### config.mk
export PLATFORM = sky130hd
export DESIGN_NAME = bounded_array_engine
export DESIGN_NICKNAME = d
export VERILOG_FILES = /design/src/rtl/bae_pkg.sv /design/src/rtl/bae_cell.sv /design/src/rtl/bae_ctrl.sv /design/src/rtl/bounded_array_engine.sv
export SDC_FILE = /design/constraint.sdc
export NUM_CORES = 1
export LEC_CHECK = 0
export BUFFER_PORTS_ARGS = -buffer_cell sky130_fd_sc_hd__buf_4
export CORE_MARGIN = 2
export CORE_UTILIZATION = 50
export CTS_CLUSTER_DIAMETER = 200
export DETAILED_ROUTE_END_ITERATION = 12
export PLACE_DENSITY = 0.66
export SLEW_MARGIN = 10
export SYNTH_ARGS = -nofsm -noshare
export SYNTH_HDL_FRONTEND = slang
export SYNTH_SLANG_ARGS = --single-unit
### constraint.sdc
create_clock -name clk -period 7.5 [get_ports clk]
set_input_delay 0.75 -clock clk [delete_from_list [all_inputs] [get_ports clk]]
set_output_delay 0.75 -clock clk [all_outputs]
set_load 0.005 [all_outputs]
### src/rtl/bae_pkg.sv
// Shared types and constants for the bounded array engine.
`default_nettype none
package bae_pkg;

  // Number of cells in the row; fixed by the 4-bit position field.
  localparam int unsigned CAP   = 16;
  localparam int unsigned IDX_W = 4;
  localparam int unsigned CNT_W = 5;

  typedef enum logic [2:0] {
    OP_PUSH   = 3'd0,
    OP_POP    = 3'd1,
    OP_SET    = 3'd2,
    OP_DEL    = 3'd3,
    OP_REMOVE = 3'd4,
    OP_READ   = 3'd5,
    OP_FIND   = 3'd6,
    OP_NOP    = 3'd7
  } op_t;

  typedef enum logic [2:0] {
    ST_OK       = 3'd0,
    ST_FULL     = 3'd1,
    ST_EMPTY    = 3'd2,
    ST_BADPOS   = 3'd3,
    ST_NOTFOUND = 3'd4
  } status_t;

  typedef enum logic {
    S_IDLE,
    S_SCAN
  } state_t;

  // Broadcast command from the sequencer to the cell row.
  typedef struct packed {
    logic             wr;
    logic [IDX_W-1:0] waddr;
    logic             shift;
    logic [IDX_W-1:0] sbase;
    logic             cmp;
  } cell_cmd_t;

  // Per-cell enables decoded from the broadcast command.
  typedef struct packed {
    logic wr_en;
    logic shift_en;
    logic cmp_en;
  } cell_ctl_t;

endpackage
`default_nettype wire

### src/rtl/bae_cell.sv
// One list cell: holds an entry and its match flag, shifts down from its neighbor.
`default_nettype none
module bae_cell #(
  parameter int unsigned DATA_WIDTH = 32
) (
  input  wire                      clk,
  input  bae_pkg::cell_ctl_t       ctl,
  input  wire  [DATA_WIDTH-1:0]    wr_data,
  input  wire  [DATA_WIDTH-1:0]    shift_data,
  input  wire                      shift_match,
  output logic [DATA_WIDTH-1:0]    entry,
  output logic                     match
);

  logic [DATA_WIDTH-1:0] entry_r;
  logic                  match_r;

  always_ff @(posedge clk) begin
    if (ctl.wr_en) begin
      entry_r <= wr_data;
    end else if (ctl.shift_en) begin
      entry_r <= shift_data;
    end
  end

  // compare value arrives on the write bus
  always_ff @(posedge clk) begin
    if (ctl.cmp_en) begin
      match_r <= (entry_r == wr_data);
    end else if (ctl.shift_en) begin
      match_r <= shift_match;
    end
  end

  assign entry = entry_r;
  assign match = match_r;

endmodule
`default_nettype wire

### src/rtl/bae_ctrl.sv
// Sequencer: fill count, operation decode, match scan and result register.
`default_nettype none
module bae_ctrl #(
  parameter int unsigned DATA_WIDTH = 32
) (
  input  wire                              clk,
  input  wire                              rst_n,
  input  wire                              in_valid,
  output logic                             in_ready,
  input  wire  [2:0]                       op,
  input  wire  [bae_pkg::IDX_W-1:0]        pos,
  input  wire  [DATA_WIDTH-1:0]            rd_data,
  input  wire  [bae_pkg::CAP-1:0]          match_vec,
  output logic [bae_pkg::IDX_W-1:0]        rd_addr,
  output bae_pkg::cell_cmd_t               cmd,
  output logic                             out_valid,
  input  wire                              out_ready,
  output logic [DATA_WIDTH-1:0]            out_data,
  output logic [bae_pkg::IDX_W-1:0]        out_index,
  output logic [2:0]                       out_status,
  output logic [bae_pkg::CNT_W-1:0]        out_count,
  output logic                             out_empty
);

  bae_pkg::state_t              state_r, state_nxt;
  bae_pkg::op_t                 op_r;
  bae_pkg::op_t                 op_in;
  logic [bae_pkg::CNT_W-1:0]    cnt_r, cnt_nxt;
  logic                         removed_r, removed_nxt;
  logic                         accept;
  logic                         load;
  logic                         out_vld_r;
  logic [DATA_WIDTH-1:0]        data_r, data_nxt;
  logic [bae_pkg::IDX_W-1:0]    index_r, index_nxt;
  bae_pkg::status_t             status_r, status_nxt;
  logic [bae_pkg::CNT_W-1:0]    ocnt_r;
  logic                         empty_r;
  logic [bae_pkg::CAP-1:0]      live;
  logic [bae_pkg::CAP-1:0]      hit;
  logic                         any_hit;
  logic [bae_pkg::IDX_W-1:0]    first_hit;
  logic                         pos_bad;

  assign op_in    = bae_pkg::op_t'(op);
  assign in_ready = (state_r == bae_pkg::S_IDLE) && (!out_vld_r || out_ready);
  assign accept   = in_valid && in_ready;
  assign pos_bad  = ({1'b0, pos} >= cnt_r);
  assign rd_addr  = (op_in == bae_pkg::OP_POP) ? bae_pkg::IDX_W'(cnt_r - 1'b1) : pos;

  // live cells and lowest live match
  always_comb begin
    for (int i = 0; i < bae_pkg::CAP; i++) begin
      live[i] = (bae_pkg::CNT_W'(i) < cnt_r);
    end
    hit       = match_vec & live;
    any_hit   = |hit;
    first_hit = '0;
    for (int i = bae_pkg::CAP - 1; i >= 0; i--) begin
      if (hit[i]) begin
        first_hit = bae_pkg::IDX_W'(i);
      end
    end
  end

  // next state
  always_comb begin
    state_nxt = state_r;
    case (state_r)
      bae_pkg::S_IDLE: begin
        if (accept && (op_in == bae_pkg::OP_REMOVE || op_in == bae_pkg::OP_FIND)) begin
          state_nxt = bae_pkg::S_SCAN;
        end
      end
      bae_pkg::S_SCAN: begin
        if (op_r != bae_pkg::OP_REMOVE || !any_hit) begin
          state_nxt = bae_pkg::S_IDLE;
        end
      end
      default: state_nxt = bae_pkg::S_IDLE;
    endcase
  end

  // outputs: cell commands, count update, result load
  always_comb begin
    cmd         = '0;
    cnt_nxt     = cnt_r;
    removed_nxt = removed_r;
    load        = 1'b0;
    data_nxt    = '0;
    index_nxt   = '0;
    status_nxt  = bae_pkg::ST_OK;
    case (state_r)
      bae_pkg::S_IDLE: begin
        if (accept) begin
          load        = 1'b1;
          removed_nxt = 1'b0;
          case (op_in)
            bae_pkg::OP_PUSH: begin
              if (cnt_r == bae_pkg::CNT_W'(bae_pkg::CAP)) begin
                status_nxt = bae_pkg::ST_FULL;
              end else begin
                cmd.wr    = 1'b1;
                cmd.waddr = cnt_r[bae_pkg::IDX_W-1:0];
                cnt_nxt   = cnt_r + 1'b1;
              end
            end
            bae_pkg::OP_POP: begin
              if (cnt_r == '0) begin
                status_nxt = bae_pkg::ST_EMPTY;
              end else begin
                data_nxt = rd_data;
                cnt_nxt  = cnt_r - 1'b1;
              end
            end
            bae_pkg::OP_SET: begin
              if (pos_bad) begin
                status_nxt = bae_pkg::ST_BADPOS;
              end else begin
                cmd.wr    = 1'b1;
                cmd.waddr = pos;
              end
            end
            bae_pkg::OP_DEL: begin
              if (pos_bad) begin
                status_nxt = bae_pkg::ST_BADPOS;
              end else begin
                cmd.shift = 1'b1;
                cmd.sbase = pos;
                cnt_nxt   = cnt_r - 1'b1;
              end
            end
            bae_pkg::OP_READ: begin
              if (pos_bad) begin
                status_nxt = bae_pkg::ST_BADPOS;
              end else begin
                data_nxt = rd_data;
              end
            end
            bae_pkg::OP_REMOVE, bae_pkg::OP_FIND: begin
              // latch match flags, answer comes from the scan
              cmd.cmp = 1'b1;
              load    = 1'b0;
            end
            default: begin
            end
          endcase
        end
      end
      bae_pkg::S_SCAN: begin
        if (op_r == bae_pkg::OP_REMOVE) begin
          if (any_hit) begin
            cmd.shift   = 1'b1;
            cmd.sbase   = first_hit;
            cnt_nxt     = cnt_r - 1'b1;
            removed_nxt = 1'b1;
          end else begin
            load       = 1'b1;
            status_nxt = removed_r ? bae_pkg::ST_OK : bae_pkg::ST_NOTFOUND;
          end
        end else begin
          load       = 1'b1;
          index_nxt  = any_hit ? first_hit : '0;
          status_nxt = any_hit ? bae_pkg::ST_OK : bae_pkg::ST_NOTFOUND;
        end
      end
      default: begin
      end
    endcase
  end

  always_ff @(posedge clk) begin
    if (!rst_n) begin
      state_r   <= bae_pkg::S_IDLE;
      cnt_r     <= '0;
      removed_r <= 1'b0;
      out_vld_r <= 1'b0;
    end else begin
      state_r   <= state_nxt;
      cnt_r     <= cnt_nxt;
      removed_r <= removed_nxt;
      if (load) begin
        out_vld_r <= 1'b1;
      end else if (out_ready) begin
        out_vld_r <= 1'b0;
      end
    end
  end

  always_ff @(posedge clk) begin
    if (accept) begin
      op_r <= op_in;
    end
    if (load) begin
      data_r   <= data_nxt;
      index_r  <= index_nxt;
      status_r <= status_nxt;
      ocnt_r   <= cnt_nxt;
      empty_r  <= (cnt_nxt == '0);
    end
  end

  assign out_valid  = out_vld_r;
  assign out_data   = data_r;
  assign out_index  = index_r;
  assign out_status = status_r;
  assign out_count  = ocnt_r;
  assign out_empty  = empty_r;

`ifndef SYNTHESIS
  a_cnt_bound: assert property (@(posedge clk) disable iff (!rst_n)
    cnt_r <= bae_pkg::CNT_W'(bae_pkg::CAP))
    else $error("fill count above capacity");

  a_scan_slot_free: assert property (@(posedge clk) disable iff (!rst_n)
    state_r == bae_pkg::S_SCAN |-> !out_vld_r)
    else $error("result slot busy during scan");

  a_remove_step: assert property (@(posedge clk) disable iff (!rst_n)
    (state_r == bae_pkg::S_SCAN && op_r == bae_pkg::OP_REMOVE && any_hit)
    |=> cnt_r == $past(cnt_r) - 1'b1)
    else $error("remove step did not shrink the list");

  a_find_done: assert property (@(posedge clk) disable iff (!rst_n)
    (state_r == bae_pkg::S_SCAN && op_r == bae_pkg::OP_FIND)
    |=> state_r == bae_pkg::S_IDLE && out_vld_r)
    else $error("find did not finish in one scan cycle");

  a_empty_flag: assert property (@(posedge clk) disable iff (!rst_n)
    out_vld_r |-> (empty_r == (ocnt_r == '0)))
    else $error("empty flag disagrees with count");
`endif

endmodule
`default_nettype wire

### src/rtl/bounded_array_engine.sv
// Top level: packed list held in a row of shifting cells with a scan sequencer.
//
//  channel | direction | tdata fields (low bit first)                      | width
//  in_     | slave     | op[2:0] position[6:3] value[38:7], pad            | 40
//  out_    | master    | data[31:0] index[35:32] status[38:36]             | 48
//          |           | count[43:39] empty_res[44], pad                   |
//
//  Push, pop, set, delete at, read and the unused code finish on acceptance:
//  the cell row writes or shifts in place and the result is registered in the
//  same cycle. Find compares into per-cell match flags, then does one scan.
//  Remove compares the same way, then each scan step shifts the row down over
//  the lowest live match, flags travel along, until no live match is left.
//  One item is in flight at a time; a new item is taken while the previous
//  result is being drained. Reset (rst_n low, synchronous) clears the fill
//  count and handshake state only; cell contents stay unknown until written.
`default_nettype none
module bounded_array_engine #(
  parameter int unsigned DATA_WIDTH = 32
) (
  input  wire         clk,
  input  wire         rst_n,
  input  wire         in_tvalid,
  output logic        in_tready,
  input  wire  [39:0] in_tdata,   // op[2:0], position[6:3], value[38:7], zero pad
  output logic        out_tvalid,
  input  wire         out_tready,
  output logic [47:0] out_tdata   // data, index, status, count, empty_res, zero pad
);

  localparam int unsigned CAP = bae_pkg::CAP;

  logic [2:0]                  in_op;
  logic [bae_pkg::IDX_W-1:0]   in_pos;
  logic [31:0]                 in_value;
  logic [DATA_WIDTH-1:0]       val_dw;

  logic [DATA_WIDTH-1:0]       entry_w [CAP];
  logic [CAP-1:0]              match_w;
  logic [bae_pkg::IDX_W-1:0]   rd_addr;
  logic [DATA_WIDTH-1:0]       rd_data;
  bae_pkg::cell_cmd_t          cmd;

  logic [DATA_WIDTH-1:0]       res_data;
  logic [31:0]                 res_data32;
  logic [bae_pkg::IDX_W-1:0]   res_index;
  logic [2:0]                  res_status;
  logic [bae_pkg::CNT_W-1:0]   res_count;
  logic                        res_empty;

  assign in_op    = in_tdata[2:0];
  assign in_pos   = in_tdata[6:3];
  assign in_value = in_tdata[38:7];

  // value taken modulo 2^DATA_WIDTH; result data zero-extended or cut to the 32-bit field
  generate
    if (DATA_WIDTH <= 32) begin : g_narrow
      assign val_dw     = in_value[DATA_WIDTH-1:0];
      assign res_data32 = 32'(res_data);
    end else begin : g_wide
      assign val_dw     = DATA_WIDTH'(in_value);
      assign res_data32 = res_data[31:0];
    end
  endgenerate

  // cell row: cell i shifts in from cell i+1 when at or above the shift base
  generate
    for (genvar i = 0; i < CAP; i++) begin : g_cell
      bae_pkg::cell_ctl_t    ctl;
      logic [DATA_WIDTH-1:0] up_data;
      logic                  up_match;

      assign ctl.wr_en    = cmd.wr && (cmd.waddr == bae_pkg::IDX_W'(i));
      assign ctl.shift_en = cmd.shift && (bae_pkg::IDX_W'(i) >= cmd.sbase);
      assign ctl.cmp_en   = cmd.cmp;

      if (i == CAP - 1) begin : g_tail
        assign up_data  = '0;
        assign up_match = 1'b0;
      end else begin : g_link
        assign up_data  = entry_w[i+1];
        assign up_match = match_w[i+1];
      end

      bae_cell #(
        .DATA_WIDTH (DATA_WIDTH)
      ) u_cell (
        .clk         (clk),
        .ctl         (ctl),
        .wr_data     (val_dw),
        .shift_data  (up_data),
        .shift_match (up_match),
        .entry       (entry_w[i]),
        .match       (match_w[i])
      );
    end
  endgenerate

  // single read port for pop and read
  assign rd_data = entry_w[rd_addr];

  bae_ctrl #(
    .DATA_WIDTH (DATA_WIDTH)
  ) u_ctrl (
    .clk        (clk),
    .rst_n      (rst_n),
    .in_valid   (in_tvalid),
    .in_ready   (in_tready),
    .op         (in_op),
    .pos        (in_pos),
    .rd_data    (rd_data),
    .match_vec  (match_w),
    .rd_addr    (rd_addr),
    .cmd        (cmd),
    .out_valid  (out_tvalid),
    .out_ready  (out_tready),
    .out_data   (res_data),
    .out_index  (res_index),
    .out_status (res_status),
    .out_count  (res_count),
    .out_empty  (res_empty)
  );

  assign out_tdata = {3'b000, res_empty, res_count, res_status, res_index, res_data32};

endmodule
`default_nettype wire
### Word-level counts from Yosys, hierarchy flattened

Index checks and enable logic that the tools add are counted.
W data, S select, Z words.

* logic and storage cells: 339
* register bits: 584
* memories kept: 0
* ROM bits: 0
* latch bits: 0
* output and inout port bits: 50
* memory bits (writable): 0
* input port bits: 44

* $add $sub $neg: 2
* div/mod/pow operators: 0
* shifts and indexed selects: 0
* bitwise operators: 5
* order comparisons: 34
* eq/ne operators: 43
* mux-type cells: 130
* reduce and logical (&&, ||, !) cells: 83
* $mul: 0

Operators with widths (count)
* $mux W32: 36
* $eq A32 B32 Y1: 16
* $bmux W32 S4: 1
* $mux W4: 17
* $reduce_bool A2 Y1: 33
* $pmux W32 S2: 1
* $mux W5: 12
* $mux W1: 46
* $lt A4 B5 Y1 const A: 8
* $logic_and A1 B1 Y1: 35
* $eq A4 B4 Y1 const B: 8
* $ge A4 B4 Y1 const A: 8
* $pmux W5 S2: 3
* $lt A3 B5 Y1 const A: 4
* $and A16 B16 Y16: 1
* $eq A4 B3 Y1 const B: 4
* $ge A3 B4 Y1 const A: 4
* $reduce_or A16 Y1: 1
* $mux W3: 5
* $pmux W5 S3: 1
* $eq A3 B3 Y1 const B: 4
* $mux W11: 1
* $logic_not A5 Y1: 2
* $lt A1 B5 Y1 const A: 2
* other kinds (28): 44

### Longest topological paths before layout

* depth in word-level cells: 25
* gate-level depth with buffers: 16
* depth with buffers taken out: 10

### By module

From an unflattened synthesis, not the netlist that was laid out.

* cell total of the unflattened synthesis: 2524
* area, all modules: 35287.6 um^2

Modules (own cells, without submodules)
* bae_cell: cells an instance 116, area each 1741.7 um^2, sequential area each 991.0 um^2, instances 16
* bounded_array_engine: cells an instance 327, area each 3990.1 um^2, sequential area each 0.0 um^2, instances 1
* bae_ctrl: cells an instance 341, area each 3430.8 um^2, sequential area each 1601.5 um^2, instances 1

### Worst setup path after synthesis

No wires, ideal clock.

* path type: register -> register
* start point: register u_ctrl.cnt_r[3] (netlist name)
* end point: register g_cell[6].u_cell.entry_r[0], enable pin
* arrival: 4774 ps
* library setup time: 466 ps
* data required time: 7034 ps
* clock period less this slack: 5239 ps
* cell stages (with the launch flop): 13
* path buffers: 3
* path slack: 2261 ps
* path through: dfxtp_1 -> clkbuf_1 -> clkbuf_1 -> buf_1 -> inv_1 -> ha_1 -> o21ai_1 -> o311a_1 -> and2_1 -> nand2_1 -> o22ai_1 -> and2_1 -> o21ai_0

* longest elaborated chain between the ends: 24
* elaborated cells on any way between the ends: 50
* those cells by class: order compare: 18; eq/ne: 2; mux: 25; bitwise: 1; reduce/logical: 4

RTL lines
* start: declaration: line bae_ctrl.sv:28 `logic [bae_pkg::CNT_W-1:0] cnt_r, cnt_nxt;`
* start signal: assignment: line bae_ctrl.sv:179 `cnt_r <= cnt_nxt;`
* $lt A4 B5 Y1: line bae_ctrl.sv:53 `live[i] = (bae_pkg::CNT_W'(i) < cnt_r);`
* $and A16 B16 Y16: line bae_ctrl.sv:55 `hit = match_vec & live;`
* $mux W4 (16 in series): line bae_ctrl.sv:59 `if (hit[i]) begin`
* $mux W5: line bae_ctrl.sv:151 `if (any_hit) begin`
* $mux W5: line bae_ctrl.sv:150 `if (op_r == bae_pkg::OP_REMOVE) begin`
* $pmux W5 S2: line bae_ctrl.sv:92 `case (state_r)`
* $ge A3 B4 Y1: line bounded_array_engine.sv:73 `assign ctl.shift_en = cmd.shift && (bae_pkg::IDX_W'(i) >= cmd.sbase);`
* $logic_and A1 B1 Y1: line bounded_array_engine.sv:73
* $reduce_bool A2 Y1 (no source line) *
* end signal: assignment: line bae_cell.sv:20 `entry_r <= wr_data;`
* end signal: assignment: line bae_cell.sv:22 `entry_r <= shift_data;`
* end: declaration: line bae_cell.sv:15 `logic [DATA_WIDTH-1:0] entry_r;`

Every way passes the cells marked *; elsewhere a longest branch is shown, timed or not.
A chain may end at the register's enable or synchronous reset.

### Final worst setup path

* start point: register u_ctrl.cnt_r[1] (netlist name)
* end point: register g_cell[3].u_cell.entry_r[18], enable pin

* longest elaborated chain between the ends: 24
* elaborated cells on any way between the ends: 50
* those cells by class: order compare: 18; eq/ne: 2; mux: 25; bitwise: 1; reduce/logical: 4

RTL lines (line)
* $lt A4 B5 Y1: bae_ctrl.sv:53
* $and A16 B16 Y16: bae_ctrl.sv:55
* $mux W4 (16 in series): bae_ctrl.sv:59
* $mux W5: bae_ctrl.sv:151
* $mux W5: bae_ctrl.sv:150
* $pmux W5 S2: bae_ctrl.sv:92
* $ge A2 B4 Y1: bounded_array_engine.sv:73
* $logic_and A1 B1 Y1: bounded_array_engine.sv:73
* $reduce_bool A2 Y1 (no source line) *
* end signal: assignment: bae_cell.sv:20
* end signal: assignment: bae_cell.sv:22
* end: declaration: bae_cell.sv:15

Marks and branches as above.

==> results.ini <==
[layout]
fin_nets=2620
layout-drive-gt1-share=0.322
multi_input_area_sq_um=17100
regArea_sq_um=17500
final_util=0.556
final_cells=3562
final_area_sq_um=39100
syn_to_final_growth_pct=9.64
fillers=5730

[cts]
cts_sinks=584
cts_setup_buffers=0
clockBufferDepth=3
hold_buffers=0
cts_buffers=69
cts.repair.resized=0
cts-root-buf=clkbuf_16
htree_levels=3
cts_tree=yes
clk_latency_ps=620
clk_pin_slew_ps=60

[hold_path]
min_path_cells=1
hold_path_end=u_ctrl.op_r[0]
hold_class=in -> reg
holdCritStartpoint=in_tdata[0]

[worst_setup_path]
ff2ff_setup_slack_ps=1910
r2r-end=g_cell[3].u_cell.entry[18]
worst_path_largest_cell_delay_ps=950
critPathRequiredTime_ps=7760
arrival_ps=5850
crit_buf_inv=2
cp-end-kind=register
cp_max_fo=36
timing.rr.start=u_ctrl.cnt_r[1]
worstSetupPathType=reg -> reg
cpLargestDelayFamily=simple AND/OR/NAND/NOR gates
reg2reg_depth=10
worstSetupStartpointType=register
worstPathCellList=inv_1 > ha_1 > a2111oi_4 > or3_1 > nand3_1 > a21oi_1 > and2_2 > nor2b_4 > nand2b_1 > buf_4
crit_path_top_delay_cell=nor2b_4

[floorplanning]
num_rows=97
initial_utilization=0.508
fp.dieH_um=271
io_pins=94
core-area_sq_um=70300
fp.dieW_um=271
die_area_sq_um=73500

[timing]
drv_slew=0
max_freq_ghz=0.179
rsz0062_at_grt=false
final.setup.tns_ps=0
fin_crit_sh=0.745
worst_slew_pin_slew_ps=1290
finalHoldViolations=0
clock_skew_ps=21.4
setup_violations=0
relSlewSlack=0.142
period_needed_ps=5590

[placement]
gp_congestion=0.960
dp_hpwl_mm=81.7
io_buffers=89
dp.cells=3436
placed_cell_area_sq_um=36900

[drt]
drc_errors=0
highest_layer=met5
ant_nets=0
dr.pass1.iters=6
wl_per_cell_um=31.8
wl_met3_mm=9.11
wl_met1_mm=45.6
vias=23300
wl_mm=113
wl_met2_mm=52.8
via_per_inst=6.55
drt_iter0_drc=3073

[power]
power_density_nw_per_um2=204
power.leakage_uw=0.0133
total_power_uw=7960
vdd_drop_max_v=0.000154

[global_route]
overflow=0
grt_max_degree=97
grt_pass1_vias=22800
grt_pass1_wl_mm=162
antenna_found_initial=4
grt_use_total=0.304

[yosys]
yosys_warnings=0
synth-simple-area-share=0.0628
syn_avg_cell_area_sq_um=13.6
synth_edf_count=576
ys.flop_type=edfxtp_1
synth_top_family_by_area=multiplexers
synth_compound_area_frac=0.0422
ys_ff_latch=584
synth_xor_area_frac=0.127
synth_fa_ha_area_frac=0.00316
ys_seq_area_frac=0.489
synth_area_sq_um=35700
synth_mux_area_frac=0.242
yosysUniqueCellTypes=73
synthArstFlopShare=0
synthCells=2617

[status]
outcome=complete, no violations

[flow_run]
max_cap_violations=0

==> flip-flops by register name, summed over array words and instances (netlist names), 3 cells and up <==
register / cells
u_ctrl.out_status: 3
u_ctrl.out_data: 32
g_cell.u_cell.match: 16
g_cell.u_cell.entry: 512
u_ctrl.op_r: 3
u_ctrl.out_index: 4
u_ctrl.out_count: 5
u_ctrl.cnt_r: 5
==> cell usage after synthesis (12+ instances only) <==
library cell / n / area share
xor2_1: 512 / 0.13
o31ai_1: 15 / 0.0032
mux2_1: 29 / 0.0092
clkbuf_1: 136 / 0.014
nand3_1: 12 / 0.0017
mux4_2: 128 / 0.081
buf_4: 16 / 0.0034
and3_1: 36 / 0.0063
edfxtp_1: 576 / 0.48
buf_2: 64 / 0.0090
nor2b_1: 39 / 0.0068
o21ai_0: 39 / 0.0055
nand2_1: 61 / 0.0064
mux2i_1: 33 / 0.0093
a21oi_1: 21 / 0.0029
nor2_1: 19 / 0.0020
nand4_1: 34 / 0.0060
mux2_2: 451 / 0.14
nor4_1: 131 / 0.023
and2_1: 16 / 0.0028
a211oi_1: 67 / 0.014
buf_1: 35 / 0.0037
==> area by class of cell <==
| cell class | instances | share of cell area |
|---|---|---|
| tap | 940 | 0.0301 |
| timing repair buffer | 136 | 0.0271 |
| inverter | 11 | 0.00106 |
| clock buffer | 82 | 0.0465 |
| sequential | 584 | 0.446 |
| clock inverter | 41 | 0.0102 |
| multi-input combinational | 1765 | 0.439 |
| antenna | 3 | 0.000192 |
==> placed cells by master, fill, tap and decap left out, drive strengths merged, types with 15 or more instances in the layout <==
cell type	instances
edfxtp	576
xor2	512
mux2	480
buf	136
nor4	131
mux4	128
clkbuf	82
a211oi	69
nand2	61
o21ai	41
nor2b	39
and3	36
nand4	34
mux2i	33
clkinv	30
a21oi	21
nor2	19
and2	16
o31ai	15
==> logic make-up after synthesis <==
kind of cell | Yosys count
AND/OR/NAND/NOR | 387
other | 1
buffers and inverters | 270
adder cells (fa/ha/maj) | 9
flip-flops | 584
XOR/XNOR | 516
multiplexers | 641
AO/OA/AOI/OAI | 209
==> worst max-delay path by stage <==
stage | endpoint | depth (start not counted) | startpoint | slack [ps]
2_1_floorplan | g_cell[6].u_cell.entry[0] | 12 | u_ctrl.cnt_r[3] | 2260
3_3_place_gp | g_cell[3].u_cell.entry[18] | 10 | u_ctrl.cnt_r[1] | 2140
3_5_place_dp | g_cell[3].u_cell.entry[18] | 10 | u_ctrl.cnt_r[1] | 2010
4_1_cts | g_cell[3].u_cell.entry[11] | 10 | u_ctrl.cnt_r[1] | 2000
5_1_grt | g_cell[3].u_cell.entry[8] | 10 | u_ctrl.cnt_r[1] | 1660
6_report | g_cell[3].u_cell.entry[18] | 10 | u_ctrl.cnt_r[1] | 1910
==> report_power, final <==
part / internal, uW / switching, uW
Sequential: 3630 / 50.1
Combinational: 319 / 565
Clock: 2000 / 1400
==> worst register-to-register path: stages (launching register included) <==
cell	delay, ps
dfxtp_1	820
inv_1	350
ha_1	410
a2111oi_4	370
or3_1	240
nand3_1	140
a21oi_1	520
and2_2	820
nor2b_4	950
nand2b_1	230
buf_4	370
==> metrics by stage <==
step                      hold slack [ps]  setup slack, ps
after CTS                             329             2000
after global placement                453             2140
after floorplan                       444             2260
final                                 359             1910
after detailed placement              460             2010
after global routing                  345             1660
==> layer usage <==
layer,global-route usage,up-vias
li1,-,9895
met1,0.413,12100
met2,0.477,1145
met3,0.0539,214
met4,0.137,2
met5,0,-
Power figures use the tool's default switching activity.
